===== config.mk =====
export PLATFORM = sky130hd
export DESIGN_NAME = tilt_angle_averager_top
export DESIGN_NICKNAME = d
export VERILOG_FILES = /design/src/rtl/taa_pkg.sv /design/src/rtl/taa_ctrl.sv /design/src/rtl/taa_datapath.sv /design/src/rtl/tilt_angle_averager_top.sv
export SDC_FILE = /design/constraint.sdc
export NUM_CORES = 2
export LEC_CHECK = 0
export ABC_AREA = 1
export BUFFER_PORTS_ARGS = -buffer_cell sky130_fd_sc_hd__clkbuf_2
export CAP_MARGIN = 20
export CORE_MARGIN = 10
export CORE_UTILIZATION = 60
export DETAILED_ROUTE_END_ITERATION = 12
export GPL_TIMING_DRIVEN = 0
export PLACE_DENSITY = 0.83
export RECOVER_POWER = 25
export REMOVE_ABC_BUFFERS = 1
export SLEW_MARGIN = 20
export SYNTH_ARGS = -nofsm -noshare
export SYNTH_HDL_FRONTEND = slang
export SYNTH_HIERARCHICAL = 1
export SYNTH_SLANG_ARGS = --single-unit

===== constraint.sdc =====
create_clock -name clk -period 21.6 [get_ports clk]
set_input_delay 3.24 -clock clk [delete_from_list [all_inputs] [get_ports clk]]
set_output_delay 3.24 -clock clk [all_outputs]
set_load 0.02 [all_outputs]

===== src/rtl/taa_pkg.sv =====
package taa_pkg;

  localparam int AVERAGE_COUNT = 10;
  localparam int ANGLE_FRACTION_BITS = 8;
  localparam int CORDIC_STEPS = 16;
  localparam int TABLE_LEN = 24;
  localparam int SUM_WIDTH = 21;
  localparam int DEV_WIDTH = 18;
  localparam int CORDIC_WIDTH = 30;
  localparam int Z_WIDTH = 26;
  localparam logic [30:0] GAIN_Q30 = 31'd1074286442;

  localparam logic [15:0] X_OFFSET_RESET = 16'sd436;
  localparam logic [15:0] Y_OFFSET_RESET = -16'sd1339;
  localparam logic [15:0] Z_OFFSET_RESET = 16'sd434;
  localparam logic [16:0] REF_XZ_RESET = 17'sd23528;
  localparam logic [16:0] REF_XY_RESET = 17'sd23069;
  localparam logic [9:0] LEVEL_BAND_RESET = 10'd18;

  localparam logic [2:0] REG_X_OFFSET = 3'd0;
  localparam logic [2:0] REG_Y_OFFSET = 3'd1;
  localparam logic [2:0] REG_Z_OFFSET = 3'd2;
  localparam logic [2:0] REG_REF_XZ = 3'd3;
  localparam logic [2:0] REG_REF_XY = 3'd4;
  localparam logic [2:0] REG_LEVEL_BAND = 3'd5;

  localparam logic [1:0] CLASS_NEGATIVE = 2'd0;
  localparam logic [1:0] CLASS_LEVEL = 2'd1;
  localparam logic [1:0] CLASS_POSITIVE = 2'd2;

  typedef enum logic [3:0] {
    ST_IDLE, ST_LOAD_XZ, ST_ITER_XZ, ST_GAIN_XZ, ST_ROUND_XZ,
    ST_LOAD_XY, ST_ITER_XY, ST_GAIN_XY, ST_ROUND_XY,
    ST_DEV_SUB, ST_DEV_MUL, ST_DEV_FIX, ST_OUT
  } state_t;

  typedef struct packed {
    logic capture;
    logic load_xz;
    logic load_xy;
    logic iterate;
    logic gain;
    logic acc_xz;
    logic acc_xy;
    logic dev_sub;
    logic dev_mul;
    logic dev_fix;
    logic emit;
  } cmd_t;

  typedef struct packed {
    logic iter_done;
    logic last_sample;
    logic out_busy;
  } status_t;

  function automatic logic signed [25:0] atan_deg_q16(input logic [4:0] i);
    logic signed [25:0] r;
    begin
      unique case (i)
        5'd0: r = 26'sd2949120;  5'd1: r = 26'sd1740967;
        5'd2: r = 26'sd919879;   5'd3: r = 26'sd466945;
        5'd4: r = 26'sd234379;   5'd5: r = 26'sd117304;
        5'd6: r = 26'sd58666;    5'd7: r = 26'sd29335;
        5'd8: r = 26'sd14668;    5'd9: r = 26'sd7334;
        5'd10: r = 26'sd3667;    5'd11: r = 26'sd1833;
        5'd12: r = 26'sd917;     5'd13: r = 26'sd458;
        5'd14: r = 26'sd229;     5'd15: r = 26'sd115;
        5'd16: r = 26'sd57;      5'd17: r = 26'sd29;
        5'd18: r = 26'sd14;      5'd19: r = 26'sd7;
        5'd20: r = 26'sd4;       5'd21: r = 26'sd2;
        5'd22: r = 26'sd1;
        default: r = 26'sd0;
      endcase
      return r;
    end
  endfunction

endpackage


===== src/rtl/taa_ctrl.sv =====
module taa_ctrl (
  input  logic              clk,
  input  logic              rst,
  input  logic              in_valid,
  output logic              in_ready,
  input  taa_pkg::status_t  status,
  output taa_pkg::cmd_t     cmd
);

  taa_pkg::state_t state, state_next;

  always_ff @(posedge clk) begin
    if (rst) state <= taa_pkg::ST_IDLE;
    else state <= state_next;
  end

  always_comb begin
    state_next = state;
    cmd = '0;
    in_ready = 1'b0;
    unique case (state)
      taa_pkg::ST_IDLE: begin
        in_ready = 1'b1;
        if (in_valid) begin
          cmd.capture = 1'b1;
          state_next = taa_pkg::ST_LOAD_XZ;
        end
      end
      taa_pkg::ST_LOAD_XZ: begin
        cmd.load_xz = 1'b1;
        state_next = taa_pkg::ST_ITER_XZ;
      end
      taa_pkg::ST_ITER_XZ: begin
        cmd.iterate = 1'b1;
        if (status.iter_done) state_next = taa_pkg::ST_GAIN_XZ;
      end
      taa_pkg::ST_GAIN_XZ: begin
        cmd.gain = 1'b1;
        state_next = taa_pkg::ST_ROUND_XZ;
      end
      taa_pkg::ST_ROUND_XZ: begin
        cmd.acc_xz = 1'b1;
        state_next = taa_pkg::ST_LOAD_XY;
      end
      taa_pkg::ST_LOAD_XY: begin
        cmd.load_xy = 1'b1;
        state_next = taa_pkg::ST_ITER_XY;
      end
      taa_pkg::ST_ITER_XY: begin
        cmd.iterate = 1'b1;
        if (status.iter_done) state_next = taa_pkg::ST_GAIN_XY;
      end
      taa_pkg::ST_GAIN_XY: begin
        cmd.gain = 1'b1;
        state_next = taa_pkg::ST_ROUND_XY;
      end
      taa_pkg::ST_ROUND_XY: begin
        cmd.acc_xy = 1'b1;
        state_next = status.last_sample ? taa_pkg::ST_DEV_SUB : taa_pkg::ST_IDLE;
      end
      taa_pkg::ST_DEV_SUB: begin
        cmd.dev_sub = 1'b1;
        state_next = taa_pkg::ST_DEV_MUL;
      end
      taa_pkg::ST_DEV_MUL: begin
        cmd.dev_mul = 1'b1;
        state_next = taa_pkg::ST_DEV_FIX;
      end
      taa_pkg::ST_DEV_FIX: begin
        cmd.dev_fix = 1'b1;
        state_next = taa_pkg::ST_OUT;
      end
      taa_pkg::ST_OUT: begin
        if (!status.out_busy) begin
          cmd.emit = 1'b1;
          state_next = taa_pkg::ST_IDLE;
        end
      end
      default: state_next = taa_pkg::ST_IDLE;
    endcase
  end

endmodule


===== src/rtl/taa_datapath.sv =====
module taa_datapath #(
  parameter int AverageCount = taa_pkg::AVERAGE_COUNT,
  parameter int AngleFractionBits = taa_pkg::ANGLE_FRACTION_BITS,
  parameter int CordicSteps = taa_pkg::CORDIC_STEPS
) (
  input  logic              clk,
  input  logic              rst,
  input  logic [47:0]       in_word,
  input  logic              cfg_we,
  input  logic [2:0]        cfg_index,
  input  logic [16:0]       cfg_data,
  input  taa_pkg::cmd_t     cmd,
  output taa_pkg::status_t  status,
  output logic              out_valid,
  input  logic              out_ready,
  output logic [71:0]       out_word
);

  localparam int CW = taa_pkg::CORDIC_WIDTH;
  localparam int ZW = taa_pkg::Z_WIDTH;
  localparam int SW = taa_pkg::SUM_WIDTH;
  localparam int DW = taa_pkg::DEV_WIDTH;
  localparam int Steps = (CordicSteps < taa_pkg::TABLE_LEN) ? CordicSteps
                                                            : taa_pkg::TABLE_LEN;
  localparam int Shift = 46 - AngleFractionBits;
  // reciprocal for divide by average count
  localparam int RecipBits = 26;
  localparam longint Recip = ((64'd1 << RecipBits) + AverageCount - 1) / AverageCount;
  localparam int DivW = 24;

  logic signed [15:0] x_offset, y_offset, z_offset;
  logic signed [16:0] ref_xz, ref_xy;
  logic [9:0] level_band;

  always_ff @(posedge clk) begin
    if (rst) begin
      x_offset <= taa_pkg::X_OFFSET_RESET;
      y_offset <= taa_pkg::Y_OFFSET_RESET;
      z_offset <= taa_pkg::Z_OFFSET_RESET;
      ref_xz <= taa_pkg::REF_XZ_RESET;
      ref_xy <= taa_pkg::REF_XY_RESET;
      level_band <= taa_pkg::LEVEL_BAND_RESET;
    end else if (cfg_we) begin
      unique case (cfg_index)
        taa_pkg::REG_X_OFFSET: x_offset <= cfg_data[15:0];
        taa_pkg::REG_Y_OFFSET: y_offset <= cfg_data[15:0];
        taa_pkg::REG_Z_OFFSET: z_offset <= cfg_data[15:0];
        taa_pkg::REG_REF_XZ: ref_xz <= cfg_data;
        taa_pkg::REG_REF_XY: ref_xy <= cfg_data;
        taa_pkg::REG_LEVEL_BAND: level_band <= cfg_data[9:0];
        default: ;
      endcase
    end
  end

  // axis decode
  logic signed [17:0] xv, yv, zv;

  function automatic logic signed [17:0] axis(input logic [7:0] lo, input logic [7:0] hi,
                                              input logic signed [15:0] off);
    logic signed [11:0] c;
    begin
      c = {hi, lo[7:4]};
      return {{2{c[11]}}, c, 4'b0} + 18'(off);
    end
  endfunction

  always_ff @(posedge clk) begin
    if (cmd.capture) begin
      xv <= axis(in_word[7:0], in_word[15:8], x_offset);
      yv <= axis(in_word[23:16], in_word[31:24], y_offset);
      zv <= axis(in_word[39:32], in_word[47:40], z_offset);
    end
  end

  // shared cordic
  logic signed [CW-1:0] cx, cy;
  logic signed [ZW-1:0] cz;
  logic [4:0] step;
  logic czero;
  logic signed [CW-1:0] xs, ys;
  logic signed [17:0] lnum, lden;

  assign xs = cx >>> step;
  assign ys = cy >>> step;
  assign lnum = xv;
  assign lden = cmd.load_xz ? zv : yv;
  assign status.iter_done = (step == 5'(Steps - 1));

  always_ff @(posedge clk) begin
    if (cmd.load_xz || cmd.load_xy) begin
      step <= '0;
      czero <= (lnum == 0 && lden == 0);
      if (lnum == 0 && lden == 0) begin
        cx <= '0;
        cy <= '0;
        cz <= '0;
      end else if (lden < 0) begin
        cx <= -{{(CW-26){lden[17]}}, lden, 8'b0};
        cy <= -{{(CW-26){lnum[17]}}, lnum, 8'b0};
        cz <= (lnum >= 0) ? ZW'(180 * 65536) : -ZW'(180 * 65536);
      end else begin
        cx <= {{(CW-26){lden[17]}}, lden, 8'b0};
        cy <= {{(CW-26){lnum[17]}}, lnum, 8'b0};
        cz <= '0;
      end
    end else if (cmd.iterate) begin
      step <= step + 5'd1;
      // zero vector keeps a zero angle
      if (czero) begin
        cz <= '0;
      end else if (!cy[CW-1]) begin
        cx <= cx + ys;
        cy <= cy - xs;
        cz <= cz + taa_pkg::atan_deg_q16(step);
      end else begin
        cx <= cx - ys;
        cy <= cy + xs;
        cz <= cz - taa_pkg::atan_deg_q16(step);
      end
    end
  end

  // gain and round, half away from zero
  logic [ZW-2:0] zmag;
  logic [56:0] prod;
  logic zneg;
  logic signed [SW-1:0] angle;
  logic [56:0] rnd;

  assign zmag = cz[ZW-1] ? (ZW-1)'(-cz) : cz[ZW-2:0];

  always_ff @(posedge clk) begin
    if (cmd.gain) begin
      prod <= 57'(zmag) * 57'(taa_pkg::GAIN_Q30);
      zneg <= cz[ZW-1];
    end
  end

  assign rnd = (prod + (57'd1 << (Shift - 1))) >> Shift;
  assign angle = zneg ? -SW'(rnd) : SW'(rnd);

  logic signed [SW-1:0] xz_sum, xy_sum;
  logic [3:0] count;

  assign status.last_sample = (count == 4'(AverageCount));

  always_ff @(posedge clk) begin
    if (rst) begin
      xz_sum <= '0;
      xy_sum <= '0;
      count <= '0;
    end else if (cmd.acc_xz) begin
      xz_sum <= xz_sum + angle;
      count <= count + 4'd1;
    end else if (cmd.acc_xy) begin
      xy_sum <= xy_sum + angle;
    end else if (cmd.dev_sub) begin
      xz_sum <= '0;
      xy_sum <= '0;
      count <= '0;
    end
  end

  // deviation: magnitude divided by reciprocal multiply with a correction
  logic [DivW-1:0] mxz, mxy;
  logic nxz, nxy;
  logic [DivW+RecipBits-1:0] pxz, pxy;
  logic signed [DivW:0] dxz_full, dxy_full;
  logic signed [DivW:0] sub_xz, sub_xy;

  assign sub_xz = (DivW+1)'(xz_sum) - (DivW+1)'(AverageCount) * (DivW+1)'(ref_xz);
  assign sub_xy = (DivW+1)'(xy_sum) - (DivW+1)'(AverageCount) * (DivW+1)'(ref_xy);

  always_ff @(posedge clk) begin
    if (cmd.dev_sub) begin
      nxz <= sub_xz[DivW];
      nxy <= sub_xy[DivW];
      mxz <= (sub_xz[DivW] ? DivW'(-sub_xz) : DivW'(sub_xz)) + DivW'(AverageCount / 2);
      mxy <= (sub_xy[DivW] ? DivW'(-sub_xy) : DivW'(sub_xy)) + DivW'(AverageCount / 2);
    end
    if (cmd.dev_mul) begin
      pxz <= (DivW+RecipBits)'(mxz) * (DivW+RecipBits)'(Recip);
      pxy <= (DivW+RecipBits)'(mxy) * (DivW+RecipBits)'(Recip);
    end
  end

  function automatic logic [DivW-1:0] fixq(input logic [DivW+RecipBits-1:0] p,
                                           input logic [DivW-1:0] m);
    logic [DivW-1:0] q;
    begin
      q = p[DivW+RecipBits-1:RecipBits];
      if (DivW'(q * DivW'(AverageCount)) > m) q = q - DivW'(1);
      return q;
    end
  endfunction

  logic [DivW-1:0] qxz, qxy;
  assign qxz = fixq(pxz, mxz);
  assign qxy = fixq(pxy, mxy);
  assign dxz_full = nxz ? -(DivW+1)'(qxz) : (DivW+1)'(qxz);
  assign dxy_full = nxy ? -(DivW+1)'(qxy) : (DivW+1)'(qxy);

  logic signed [DW-1:0] dxz, dxy;
  always_ff @(posedge clk) begin
    if (cmd.dev_fix) begin
      dxz <= dxz_full[DW-1:0];
      dxy <= dxy_full[DW-1:0];
    end
  end

  logic [1:0] cls;
  logic signed [DW-1:0] band;
  logic [DW-1:0] axz, axy;
  assign band = DW'(level_band);
  assign axz = dxz[DW-1] ? DW'(-dxz) : dxz;
  assign axy = dxy[DW-1] ? DW'(-dxy) : dxy;

  always_comb begin
    if (dxz < -band) cls = taa_pkg::CLASS_NEGATIVE;
    else if (dxz > band) cls = taa_pkg::CLASS_POSITIVE;
    else cls = taa_pkg::CLASS_LEVEL;
  end

  // output register
  assign status.out_busy = out_valid && !out_ready;

  always_ff @(posedge clk) begin
    if (rst) out_valid <= 1'b0;
    else if (cmd.emit) out_valid <= 1'b1;
    else if (out_ready) out_valid <= 1'b0;
  end

  always_ff @(posedge clk) begin
    if (cmd.emit) begin
      out_word <= {axy[15:0], ~dxy[DW-1], axz[15:0], ~dxz[DW-1], dxy, dxz, cls};
    end
  end

endmodule


===== src/rtl/tilt_angle_averager_top.sv =====
// Tilt angle averager. Each accepted word is one accelerometer sample (six raw
// bytes); a shared CORDIC forms atan2(x,z) then atan2(x,y), one step per cycle,
// and a new sample is taken only once the previous one is through. Every
// AVERAGE_COUNT-th sample then passes the deviation states and, when the output
// is free, yields one result word of averaged deviations, class and magnitudes;
// other samples yield none. Configuration writes take effect at once.
module tilt_angle_averager_top #(
  parameter int AverageCount = taa_pkg::AVERAGE_COUNT,
  parameter int AngleFractionBits = taa_pkg::ANGLE_FRACTION_BITS,
  parameter int CordicSteps = taa_pkg::CORDIC_STEPS
) (
  input  logic        clk,
  input  logic        rst,
  input  logic        s_tvalid,
  output logic        s_tready,
  // x_low_byte, x_high_byte, y_low_byte, y_high_byte, z_low_byte, z_high_byte
  input  logic [47:0] s_tdata,
  output logic        m_tvalid,
  input  logic        m_tready,
  // tilt_class, xz_deviation, xy_deviation, xz_nonnegative, xz_magnitude,
  // xy_nonnegative, xy_magnitude
  output logic [71:0] m_tdata,
  input  logic        cfg_we,
  input  logic [2:0]  cfg_index,
  input  logic [16:0] cfg_data
);

  taa_pkg::cmd_t cmd;
  taa_pkg::status_t status;

  taa_ctrl u_ctrl (
    .clk(clk), .rst(rst), .in_valid(s_tvalid), .in_ready(s_tready),
    .status(status), .cmd(cmd)
  );

  taa_datapath #(
    .AverageCount(AverageCount), .AngleFractionBits(AngleFractionBits),
    .CordicSteps(CordicSteps)
  ) u_dp (
    .clk(clk), .rst(rst), .in_word(s_tdata), .cfg_we(cfg_we),
    .cfg_index(cfg_index), .cfg_data(cfg_data), .cmd(cmd), .status(status),
    .out_valid(m_tvalid), .out_ready(m_tready), .out_word(m_tdata)
  );

endmodule


==> flow_metrics.env <==
export IMPL_status="finished with violations"
export IMPL_violations="max-capacitance violations, max-slew violations"
export IMPL_synth_seq_cells=526
export IMPL_worst_ep_required_time_ns=22.01
export IMPL_grt_pass1_vias=64600
export IMPL_path_class="register to register"
export IMPL_rsz0062_at_grt="no"
export IMPL_grt_usage_pct=29.6
export IMPL_dpl_cell_count=11300
export IMPL_slew_violations=77
export IMPL_dr_pass1_iters=6
export IMPL_path_buf_inv=7
export IMPL_worst_pin_slew_ns=1.68
export IMPL_antenna_found_initial=7
export IMPL_ios=147
export IMPL_hold_viol_final=0
export IMPL_endpoint_kind="register"
export IMPL_synth_edf_count=356
export IMPL_crit_family="adder cells"
export IMPL_finalNonFillerCells=11400
export IMPL_ys_flop_type="edfxtp_1"
export IMPL_drive_above_1_share_pct=4.83
export IMPL_clk_pin_slew_ns=0.06
export IMPL_period_needed_ns=9.63
export IMPL_drv_cap=3
export IMPL_yosysSeqAreaShare_pct=18.8
export IMPL_coreArea_um2=124000
export IMPL_fin_skew_ns=0.0396
export IMPL_cp_startpoint="u_dp/cz[0]"
export IMPL_grt_pass1_wl_mm=338
export IMPL_syn_to_final_growth_pct=6.05
export IMPL_hpwl_mm=175
export IMPL_fin_setup_tns_ns=0
export IMPL_synth_area_um2=75100
export IMPL_clock_sinks=526
export IMPL_drt_iter0_drc=5864
export IMPL_syn_avg_cell_area_um2=7.77
export IMPL_final_antenna_net_count=0
export IMPL_wl_per_cell_um=18.5
export IMPL_cpMaxStageDelayCell="xnor2_1"
export IMPL_post_cts_buffers=0
export IMPL_cts_hold_buffers_added=0
export IMPL_die_area_um2=140000
export IMPL_insertion_delay_ns=0.70
export IMPL_critPathMaxStageDelay_ns=0.65
export IMPL_final_cell_mix="nand2_1, inv_1, ha_1, nor2_1, fa_1"
export IMPL_critPathLaunchType="register"
export IMPL_port_buffers=134
export IMPL_nets=11500
export IMPL_vias=65500
export IMPL_ys_types=74
export IMPL_htree_levels=2
export IMPL_n_fill_cell=10600
export IMPL_regArea_um2=14100
export IMPL_cts_buffer_depth=3
export IMPL_hold_path_class="register to register"
export IMPL_rows=129
export IMPL_setup_viol_count_final=0
export IMPL_multi_input_area_um2=53300
export IMPL_root_buffer="clkbuf_16"
export IMPL_worstReg2RegStart="u_dp/cz[0]"
export IMPL_post_cts_resize_count=0
export IMPL_die_w_um=374
export IMPL_place_congestion=1.01
export IMPL_vias_per_cell=5.73
export IMPL_overflow=0
export IMPL_grt_start_max_net_pins=64
export IMPL_cts_tree="yes"
export IMPL_postSynth_asyncResetShare_pct=0
export IMPL_final_common_cell="nand2_1"
export IMPL_hp_start="u_dp/z_offset[0]"
export IMPL_hold_slack_ns=0.428
export IMPL_fmax_ghz=0.104
export IMPL_drc=0
export IMPL_relSlewSlack_pct=-11.8
export IMPL_drt_total_wl_mm=211
export IMPL_cp_common_cell="inv_1"
export IMPL_start_util_pct=60.6
export IMPL_die_y_um=374
export IMPL_final_period_utilization_pct=44.6
export IMPL_cp_arrival_ns=10.04
export IMPL_cp_max_fo=8
export IMPL_ys_warn_count=6
export IMPL_cts_made_buffers=59
export IMPL_synth_cells=9665
## synth_stat cells (16+ instances only)
cell type,count,share of area (%)
a21o_1,27,0.27
a21oi_1,608,4.1
a31oi_1,59,0.49
buf_1,18,0.090
buf_2,29,0.19
buf_6,16,0.24
clkbuf_1,77,0.38
dfxtp_1,170,4.5
edfxtp_1,356,14
fa_1,614,16
ha_1,1102,18
inv_1,1843,9.2
inv_2,16,0.080
nand2_1,1878,9.4
nand2_2,47,0.39
nand3_1,447,3.0
nand3b_1,32,0.32
nand4_1,92,0.77
nor2_1,695,3.5
nor2_2,27,0.22
nor2_4,17,0.25
nor3_1,107,0.71
nor4_1,37,0.31
o211ai_1,46,0.46
o21a_1,33,0.33
o21ai_0,468,3.1
o21ai_1,59,0.39
o21ai_2,18,0.21
o21bai_1,28,0.28
o31ai_1,21,0.21
or2_2,38,0.32
xnor2_1,143,1.7
xor2_1,345,4.0
## worst paths after layout
kind                        end  cells after the start  slack (ns)
setup / recovery  u_dp/prod[54]                     34       11.97
hold / removal       u_dp/zv[0]                      0        0.43
setup reg to reg  u_dp/prod[54]                     34       11.97
hold reg to reg      u_dp/zv[0]                      0        0.43
## layout make-up
class	count	share of cell area, %
timing repair buffer	166	1.42
sequential	526	17.7
tap	1637	2.57
antenna	1	0.00314
multi-input combinational	7127	67.0
inverter	1865	8.79
clock inverter	29	0.330
clock buffer	81	2.23
## layer usage
metal,track usage [%],routed length [um]
met5,0,0
met1,40.0,90500
met2,48.6,96300
met3,4.38,16700
met4,9.68,7420
## sequential cells by signal, indices dropped and copies added (netlist names), 24 cells and up, named ones only
name and count:
u_dp/cx 30, u_dp/cy 30, u_dp/cz 26, u_dp/mxy 24, u_dp/mxz 24, u_dp/out_word 70
## cells by family (layout without fill, tap and decap cells)
| group | after synthesis | count (layout) | share of synthesized area [%] |
|---|---|---|---|
| flops | 526 | 526 | 18.8 |
| buf+inv | 2013 | 2141 | 10.3 |
| xor+xnor | 490 | 490 | 5.73 |
| mux | 13 | 13 | 0.173 |
| other cells | 1 | 3 | 0.00499 |
| simple gates | 3469 | 3469 | 19.8 |
| fa+ha+maj | 1716 | 1716 | 34.7 |
| compound gates | 1437 | 1437 | 10.6 |
## through the flow
stage	setup WS, ns	cell area [um2]	utilization (%)
after global routing	11.38	79700	64.3
after global placement	8.71	77100	62.2
after floorplan	12.89	74400	-
after CTS	12.01	79800	64.4
after detailed placement	12.05	77800	62.7
final	11.97	79700	64.3
Power is left out: the tool's default activity adds up to more than one toggle a clock period on the data nets, which glitch-free logic cannot reach.
